`src/sv/deq_pkg.sv`:
```
package deq_pkg;

  // Default ring depth and fixed field widths
  localparam int DEPTH_DEF = 1024;
  localparam int CMD_W     = 3;
  localparam int VALUE_W   = 32;
  localparam int STATUS_W  = 2;
  localparam int OCC_W     = 11;

  typedef enum logic [CMD_W-1:0] {
    CMD_PUSH_FRONT = 3'd0,
    CMD_PUSH_BACK  = 3'd1,
    CMD_POP_FRONT  = 3'd2,
    CMD_POP_BACK   = 3'd3,
    CMD_PEEK_FRONT = 3'd4,
    CMD_PEEK_BACK  = 3'd5
  } cmd_e_t;

  typedef enum logic [STATUS_W-1:0] {
    ST_OK    = 2'd0,
    ST_FULL  = 2'd1,
    ST_EMPTY = 2'd2
  } status_e_t;

  typedef enum logic [1:0] {
    S_IDLE,
    S_EXEC,
    S_LOAD
  } state_t;

  // Controller to datapath
  typedef struct packed {
    logic capture;
    logic mem_wr;
    logic mem_rd;
    logic commit;
    logic load;
  } dp_cmd_t;

  // Datapath to controller
  typedef struct packed {
    logic push_ok;
    logic read_ok;
  } dp_status_t;

endpackage

```
`src/sv/deq_ctrl.sv`:
```
module deq_ctrl (
  input  logic                   clk,
  input  logic                   rst,
  input  logic                   in_valid,
  output logic                   in_ready,
  output logic                   out_valid,
  input  logic                   out_ready,
  input  deq_pkg::dp_status_t    status,
  output deq_pkg::dp_cmd_t       cmd
);

  deq_pkg::state_t state;
  deq_pkg::state_t state_next;
  logic            load_fire;

  // Output slot frees when empty or being drained this cycle
  assign load_fire = (state == deq_pkg::S_LOAD) && (!out_valid || out_ready);

  // State register and output valid flag
  always_ff @(posedge clk) begin
    if (rst) begin
      state     <= deq_pkg::S_IDLE;
      out_valid <= 1'b0;
    end else begin
      state <= state_next;
      if (load_fire) begin
        out_valid <= 1'b1;
      end else if (out_ready) begin
        out_valid <= 1'b0;
      end
    end
  end

  // Next state
  always_comb begin
    state_next = state;
    case (state)
      deq_pkg::S_IDLE: begin
        if (in_valid) state_next = deq_pkg::S_EXEC;
      end
      deq_pkg::S_EXEC: begin
        state_next = deq_pkg::S_LOAD;
      end
      deq_pkg::S_LOAD: begin
        if (load_fire) state_next = deq_pkg::S_IDLE;
      end
      default: begin
        state_next = deq_pkg::S_IDLE;
      end
    endcase
  end

  // Datapath commands
  always_comb begin
    in_ready    = 1'b0;
    cmd         = '0;
    case (state)
      deq_pkg::S_IDLE: begin
        in_ready    = 1'b1;
        cmd.capture = in_valid;
      end
      deq_pkg::S_EXEC: begin
        cmd.mem_wr = status.push_ok;
        cmd.mem_rd = status.read_ok;
        cmd.commit = 1'b1;
      end
      deq_pkg::S_LOAD: begin
        cmd.load = load_fire;
      end
      default: begin
        in_ready = 1'b0;
      end
    endcase
  end

endmodule

```
`config.mk`:
```
export PLATFORM = sky130hd
export DESIGN_NAME = deq_ctrl
export DESIGN_NICKNAME = d
export VERILOG_FILES = /design/src/sv/deq_pkg.sv /design/src/sv/deq_ctrl.sv
export SDC_FILE = /design/constraint.sdc
export NUM_CORES = 1
export LEC_CHECK = 0
export BUFFER_PORTS_ARGS = -buffer_cell sky130_fd_sc_hd__buf_2
export CAP_MARGIN = 20
export CORE_AREA = 2 2 39 41
export CTS_CLUSTER_DIAMETER = 200
export CTS_CLUSTER_SIZE = 16
export DETAILED_ROUTE_END_ITERATION = 16
export DIE_AREA = 0 0 41 43
export PLACE_DENSITY = 0.36
export RECOVER_POWER = 25
export SYNTH_ARGS = -nofsm -noshare
export SYNTH_HDL_FRONTEND = slang
export SYNTH_SLANG_ARGS = --single-unit
export TNS_END_PERCENT = 1
```
`constraint.sdc`:
```
create_clock -name clk -period 0.85 [get_ports clk]
set_input_delay 0.2125 -clock clk [delete_from_list [all_inputs] [get_ports clk]]
set_output_delay 0.2125 -clock clk [all_outputs]
set_load 0.01 [all_outputs]
```
==> flow_metrics.py, run 1 <==
metrics = {
    "global_routing": {
        "grt_max_degree": 6,
        "grt_pass1_vias": 174,
        "antenna_found_initial": 0,
        "grt_first_pass_wirelength_um": 669,
        "grt_use_total_pct": 6.01,
        "grt-ovfl-total": 0,
    },
    "worst_setup_path": {
        "cp.required_ns": 0.64,
        "crit_type": "reg2out",
        "r2r_cells": 2,
        "crit-reg2reg-launch": "state[1]",
        "r2r_slack_ns": 0.04,
        "crit_fanout": 5,
        "critPathLaunch": "state[0]",
        "critPathCaptureType": "output pin",
        "cp.arrival_ns": 0.99,
        "start_kind": "register",
        "worst_r2r_endpoint": "state[1]",
    },
    "sta": {
        "fin_worst_skew_ns": 0.00655,
        "finalMaxSlewViolations": 0,
        "finalSetupViolations": 7,
        "worst_pin_slew_ns": 0.150,
        "setup_slack_ns": -0.352,
        "layout_min_cycle_time_ns": 1.20,
        "period_share_pct": 141,
        "rsz0062_at_grt": "yes",
        "whs_ns": 0.170,
        "fin_tns_setup_ns": -1.81,
        "hold_viol": 0,
        "clock.fmax_mhz": 832,
        "relSlewSlack_pct": 90.0,
    },
    "clocking": {
        "clkTransAtPathRegs_ns": 0.04,
        "tritoncts": "built",
        "clock-sinks": 3,
        "cts_buffers": 3,
        "root_buffer": "clkbuf_4",
        "cts_max_level": 1,
        "clock_latency_ns": 0.23,
        "cts-hold-fix-buffers": 0,
        "cts_buffer_depth": 2,
    },
    "die": {
        "die_w_um": 41,
        "die_area_um2": 1760,
        "fp-row-count": 14,
        "initial_core_util_pct": 11.5,
        "die_h_um": 43,
        "core-area_um2": 1380,
        "ios": 13,
    },
    "route": {
        "wl_per_cell_um": 9.00,
        "routed_wl_um": 432,
        "drt_drc_violations_left": 0,
        "first_iter_violations": 5,
        "ant_nets": 0,
        "viasPerCell": 3.52,
        "via_count": 169,
        "drtPass1Iterations": 3,
    },
    "placement": {
        "gp_congestion": 0.601,
        "port_buffers": 12,
        "placed_cells": 44,
    },
    "yosys": {
        "syn_nets": 22,
        "synth_top_area_share_pct": 37.8,
        "synth_area_um2": 159,
        "ys_ff_latch": 3,
        "synthCells": 16,
        "yosys-top-cells-area": "dfxtp_1, and2_1, and4bb_1, nand2b_1, nor3b_2",
        "synth.avg_cell_area_um2": 9.93,
        "ys_seq_area_share_pct": 37.8,
        "ys_types": 12,
        "yosysWarningCount": 0,
        "synth_top_area_cell": "dfxtp_1",
    },
    "final_layout": {
        "antenna_cells": 0,
        "drive_above_1_share_pct": 71.9,
        "fin_nets": 39,
        "finalNonFillerCells": 48,
        "area_delta_synth_final_pct": 90.6,
    },
    "run_status": {
        "violations": "setup timing",
        "status": "finished with violations",
    },
    "power_and_ir_drop": {
        "powerDensity_nw_per_um2": 1600,
        "ir_drop_mv": 0.488,
        "leakagePower_nw": 0.152,
    },
    "worst_hold_path": {
        "holdPathEnd": "out_valid",
        "min_path_type": "in2reg",
        "hold-path-cell-count": 2,
        "hold_start": "rst",
    },
    "flow_run": {
        "cap_viol_max_count": 0,
    },
}
flip-flops by register name, summed over array words and instances (netlist names):
signal     flops
state          2
out_valid      1
kinds of logic (layout without fill, tap and decap cells):
logic type,Yosys count,after routing,share of synthesized area (%)
buffers and inverters,1,17,4.73
AO/OA/AOI/OAI,2,2,9.45
flip-flops,3,3,37.8
AND/OR/NAND/NOR,10,10,48.0
cells in the mapped netlist:
library cell / n
nor2b_2: 1
nor2_1: 1
o21ba_1: 1
a21oi_1: 1
nor3b_2: 1
buf_4: 1
and4bb_1: 1
and2b_1: 1
nand2b_1: 2
nor2b_1: 1
and2_1: 2
dfxtp_1: 3
what timing repair did:
action,CTS,global route
pin swaps,1,1
endpoints found under the setup margin,7,8
resized for setup,3,2
buffers inserted,0,0
metrics by stage:
stage          setup slack [ns]  area (µm²)  util (%)  power (mW)
6_report                 -0.352         303      21.9       0.485
2_1_floorplan           -0.0518         173         -       0.200
4_1_cts                  -0.379         298      21.5       0.506
3_3_place_gp             -0.116         253      18.3       0.232
5_1_grt                  -0.417         303      21.9       0.528
3_5_place_dp             -0.147         253      18.3       0.233
critical path: stages (launching register included):
cell	delay (ns)
dfxtp_4	0.36
nor2b_4	0.17
and2_4	0.15
buf_6	0.09
layout make-up:
class / count / area [µm²]
multi-input combinational: 12 / 101
timing repair buffer: 13 / 86.3
tap: 16 / 20.0
sequential: 3 / 68.8
clock buffer: 4 / 26.3
fill: 164 / 1080
layout by cell type, fill, tap and decap left out, drive strengths merged:
cell type  instances
nor3b              1
o21ba              1
and2b              1
a21oi              1
dfxtp              3
nand2b             2
and2               2
buf               13
nor2b              2
nor2               1
and4bb             1
clkbuf             4
metal layers:
metal  track usage (%)  part of all wire (%)
met1              7.01                    49
met2              6.88                    35
met5                 0                     0
met3              3.66                    16
met4              6.00                     0
how the worst max path moves through the flow:
stage,end
2_1_floorplan,cmd[2]
3_3_place_gp,cmd[3]
3_5_place_dp,cmd[3]
4_1_cts,cmd[3]
5_1_grt,cmd[3]
6_report,cmd[3]
report_power, final:
group	switching [mW]	total [mW]	internal, mW
Sequential	0.00907	0.155	0.146
Clock	0.0748	0.251	0.176
Combinational	0.0307	0.0788	0.0481
Total	0.115	0.485	0.370
Power figures use the tool's default switching activity.
==> inputs of run 2 (changes only) <==
--- a/config.mk
+++ b/config.mk
@@ -7,11 +7,11 @@
 export LEC_CHECK = 0
 export BUFFER_PORTS_ARGS = -buffer_cell sky130_fd_sc_hd__buf_2
 export CAP_MARGIN = 20
-export CORE_AREA = 2 2 39 41
+export CORE_AREA = 8 8 45 47
 export CTS_CLUSTER_DIAMETER = 200
 export CTS_CLUSTER_SIZE = 16
 export DETAILED_ROUTE_END_ITERATION = 16
-export DIE_AREA = 0 0 41 43
+export DIE_AREA = 0 0 53 55
 export PLACE_DENSITY = 0.36
 export RECOVER_POWER = 25
 export SYNTH_ARGS = -nofsm -noshare
==> run 2 against run 1 <==
Compared with the run above:
- the flow still finishes with violations (setup timing)
- flip-flop and latch count stayed put
- sequential share of layout area is 1.4 points lower
- die area is 65% higher
- power is 2.2% higher
- largest cell class unchanged
- critical endpoint unchanged
- non-clock buffer count is 1 higher
- sequential power hardly changed
- register-to-register slack worse by 0.05 ns
- global-route usage is 2.0 points lower
- count of clock-buffer cells in the layout stayed put
- cell count is 2.1% higher
- critical path type unchanged
==> flow_metrics.py, run 2 (synthesized netlist as in run 1, its figures left out) <==
metrics = {
    "route": {
        "wl_met3_um": 85,
        "wl_per_cell_um": 10.1,
        "routed_wl_um": 496,
        "wl_met1_um": 203,
        "first_iter_violations": 5,
        "viasPerCell": 3.57,
        "drt_drc_violations_left": 0,
        "ant_nets": 0,
        "route.met2.wl_um": 208,
        "drtPass1Iterations": 2,
        "dr.max_layer_used": "met3",
        "via_count": 175,
    },
    "final_layout": {
        "final_common_cell": "buf_2",
        "area_delta_synth_final_pct": 99.2,
        "largest_reg_flops": 2,
        "utilization_pct": 22.9,
        "design_area_um2": 317,
        "regMostFlops": "state",
        "drive_above_1_share_pct": 72.7,
        "largestRegisters": "state: 2 flops, out_valid: 1 flops",
        "final_cell_mix": "buf_2, clkbuf_4, buf_6",
        "multi_input_area_um2": 109,
        "antenna_cells": 0,
        "fin_nets": 40,
        "finalNonFillerCells": 49,
        "fill_cells": 163,
        "layout.area.seq_um2": 67.6,
    },
    "global_routing": {
        "grt-ovfl-total": 0,
        "grt_pass1_vias": 192,
        "grt_first_pass_wirelength_um": 772,
        "grt_max_degree": 6,
        "grt_use_total_pct": 3.98,
        "antenna_found_initial": 0,
    },
    "clocking": {
        "root_buffer": "clkbuf_4",
        "cts_max_level": 1,
        "clock_latency_ns": 0.24,
        "cts-hold-fix-buffers": 0,
        "clock-sinks": 3,
        "tritoncts": "built",
        "cts_buffer_depth": 2,
        "clkTransAtPathRegs_ns": 0.04,
        "cts_buffers": 3,
    },
    "sta": {
        "fin_worst_skew_ns": 0.00741,
        "rsz0062_at_grt": "yes",
        "period_share_pct": 141,
        "setup_slack_ns": -0.351,
        "fin_tns_setup_ns": -1.85,
        "whs_ns": 0.163,
        "hold_viol": 0,
        "finalMaxSlewViolations": 0,
        "clock.fmax_mhz": 833,
        "worst_pin_slew_ns": 0.141,
        "layout_min_cycle_time_ns": 1.20,
        "relSlewSlack_pct": 90.5,
        "finalSetupViolations": 8,
    },
    "worst_setup_path": {
        "r2r_cells": 3,
        "cp.required_ns": 0.64,
        "start_kind": "register",
        "cp.arrival_ns": 0.99,
        "crit_type": "reg2out",
        "crit_fanout": 5,
        "critPathCaptureType": "output pin",
    },
    "die": {
        "die_area_um2": 2920,
        "fp-row-count": 14,
        "initial_core_util_pct": 11.5,
        "die_h_um": 55,
        "ios": 13,
        "core-area_um2": 1380,
        "die_w_um": 53,
    },
    "run_status": {
        "violations": "setup timing",
        "status": "finished with violations",
    },
    "placement": {
        "gp_congestion": 0.629,
        "placed_area_um2": 253,
        "port_buffers": 12,
        "placed_cells": 44,
    },
    "flow_run": {
        "cap_viol_max_count": 0,
    },
    "worst_hold_path": {
        "hold-path-cell-count": 2,
        "min_path_type": "in2reg",
    },
    "power_and_ir_drop": {
        "ir_drop_mv": 0.484,
        "powerDensity_nw_per_um2": 1560,
        "leakagePower_nw": 0.160,
    },
}
run 2: cell count changes in the layout (fill, tap and decap cells not counted):
cell | previous run | this run
buf_4 | 1 | 2
nand2b_1 | 2 | 1
nand2b_4 | 0 | 1
dfxtp_2 | 1 | 0
dfxtp_1 | 0 | 1
run 2: routing by layer:
metal  vias to the layer above  global-route usage [%]
li1                         89                       -
met1                        76                    3.33
met2                        10                    5.08
met3                         0                    3.48
met4                         0                    5.17
met5                         -                       0
run 2: layout make-up:
class | count | share of cell area [%]
multi-input cells | 12 | 34.4
well taps | 16 | 6.32
clock buffers | 4 | 8.30
repair buffers | 14 | 29.6
flip-flops and latches | 3 | 21.3
run 2: what timing repair did:
item                       in CTS  in global routing
buffers inserted                0                  1
gates resized for setup         3                  3
setup endpoints to repair       7                  7
pin swaps                       1                  1
run 2: where the power goes:
group	total, mW	switching [mW]	leakage, nW	internal (mW)
Sequential	0.156	0.0103	0.0259	0.146
Combinational	0.0860	0.0320	0.119	0.0540
Clock	0.253	0.0772	0.0150	0.176
Total	0.495	0.120	0.160	0.376
run 2: worst paths after layout:
path | from | end | slack [ns]
worst max register to register | state[0] | state[1] | -0.01
worst max-delay path | state[0] | cmd[3] | -0.35
worst min register to register | state[1] | out_valid | 0.54
worst min-delay path | rst | out_valid | 0.16
run 2: per-stage QoR:
| stage | total power, mW | setup WS, ns |
|---|---|---|
| after floorplan | 0.200 | -0.0518 |
| after global placement | 0.233 | -0.137 |
| after detailed placement | 0.234 | -0.149 |
| after CTS | 0.512 | -0.383 |
| after global routing | 0.531 | -0.412 |
| final | 0.495 | -0.351 |
run 2: worst max-delay path, stage by stage, from the launching register on:
cell and delay (ns):
dfxtp_4 0.36, nor2b_4 0.16, and2_4 0.15, buf_6 0.09
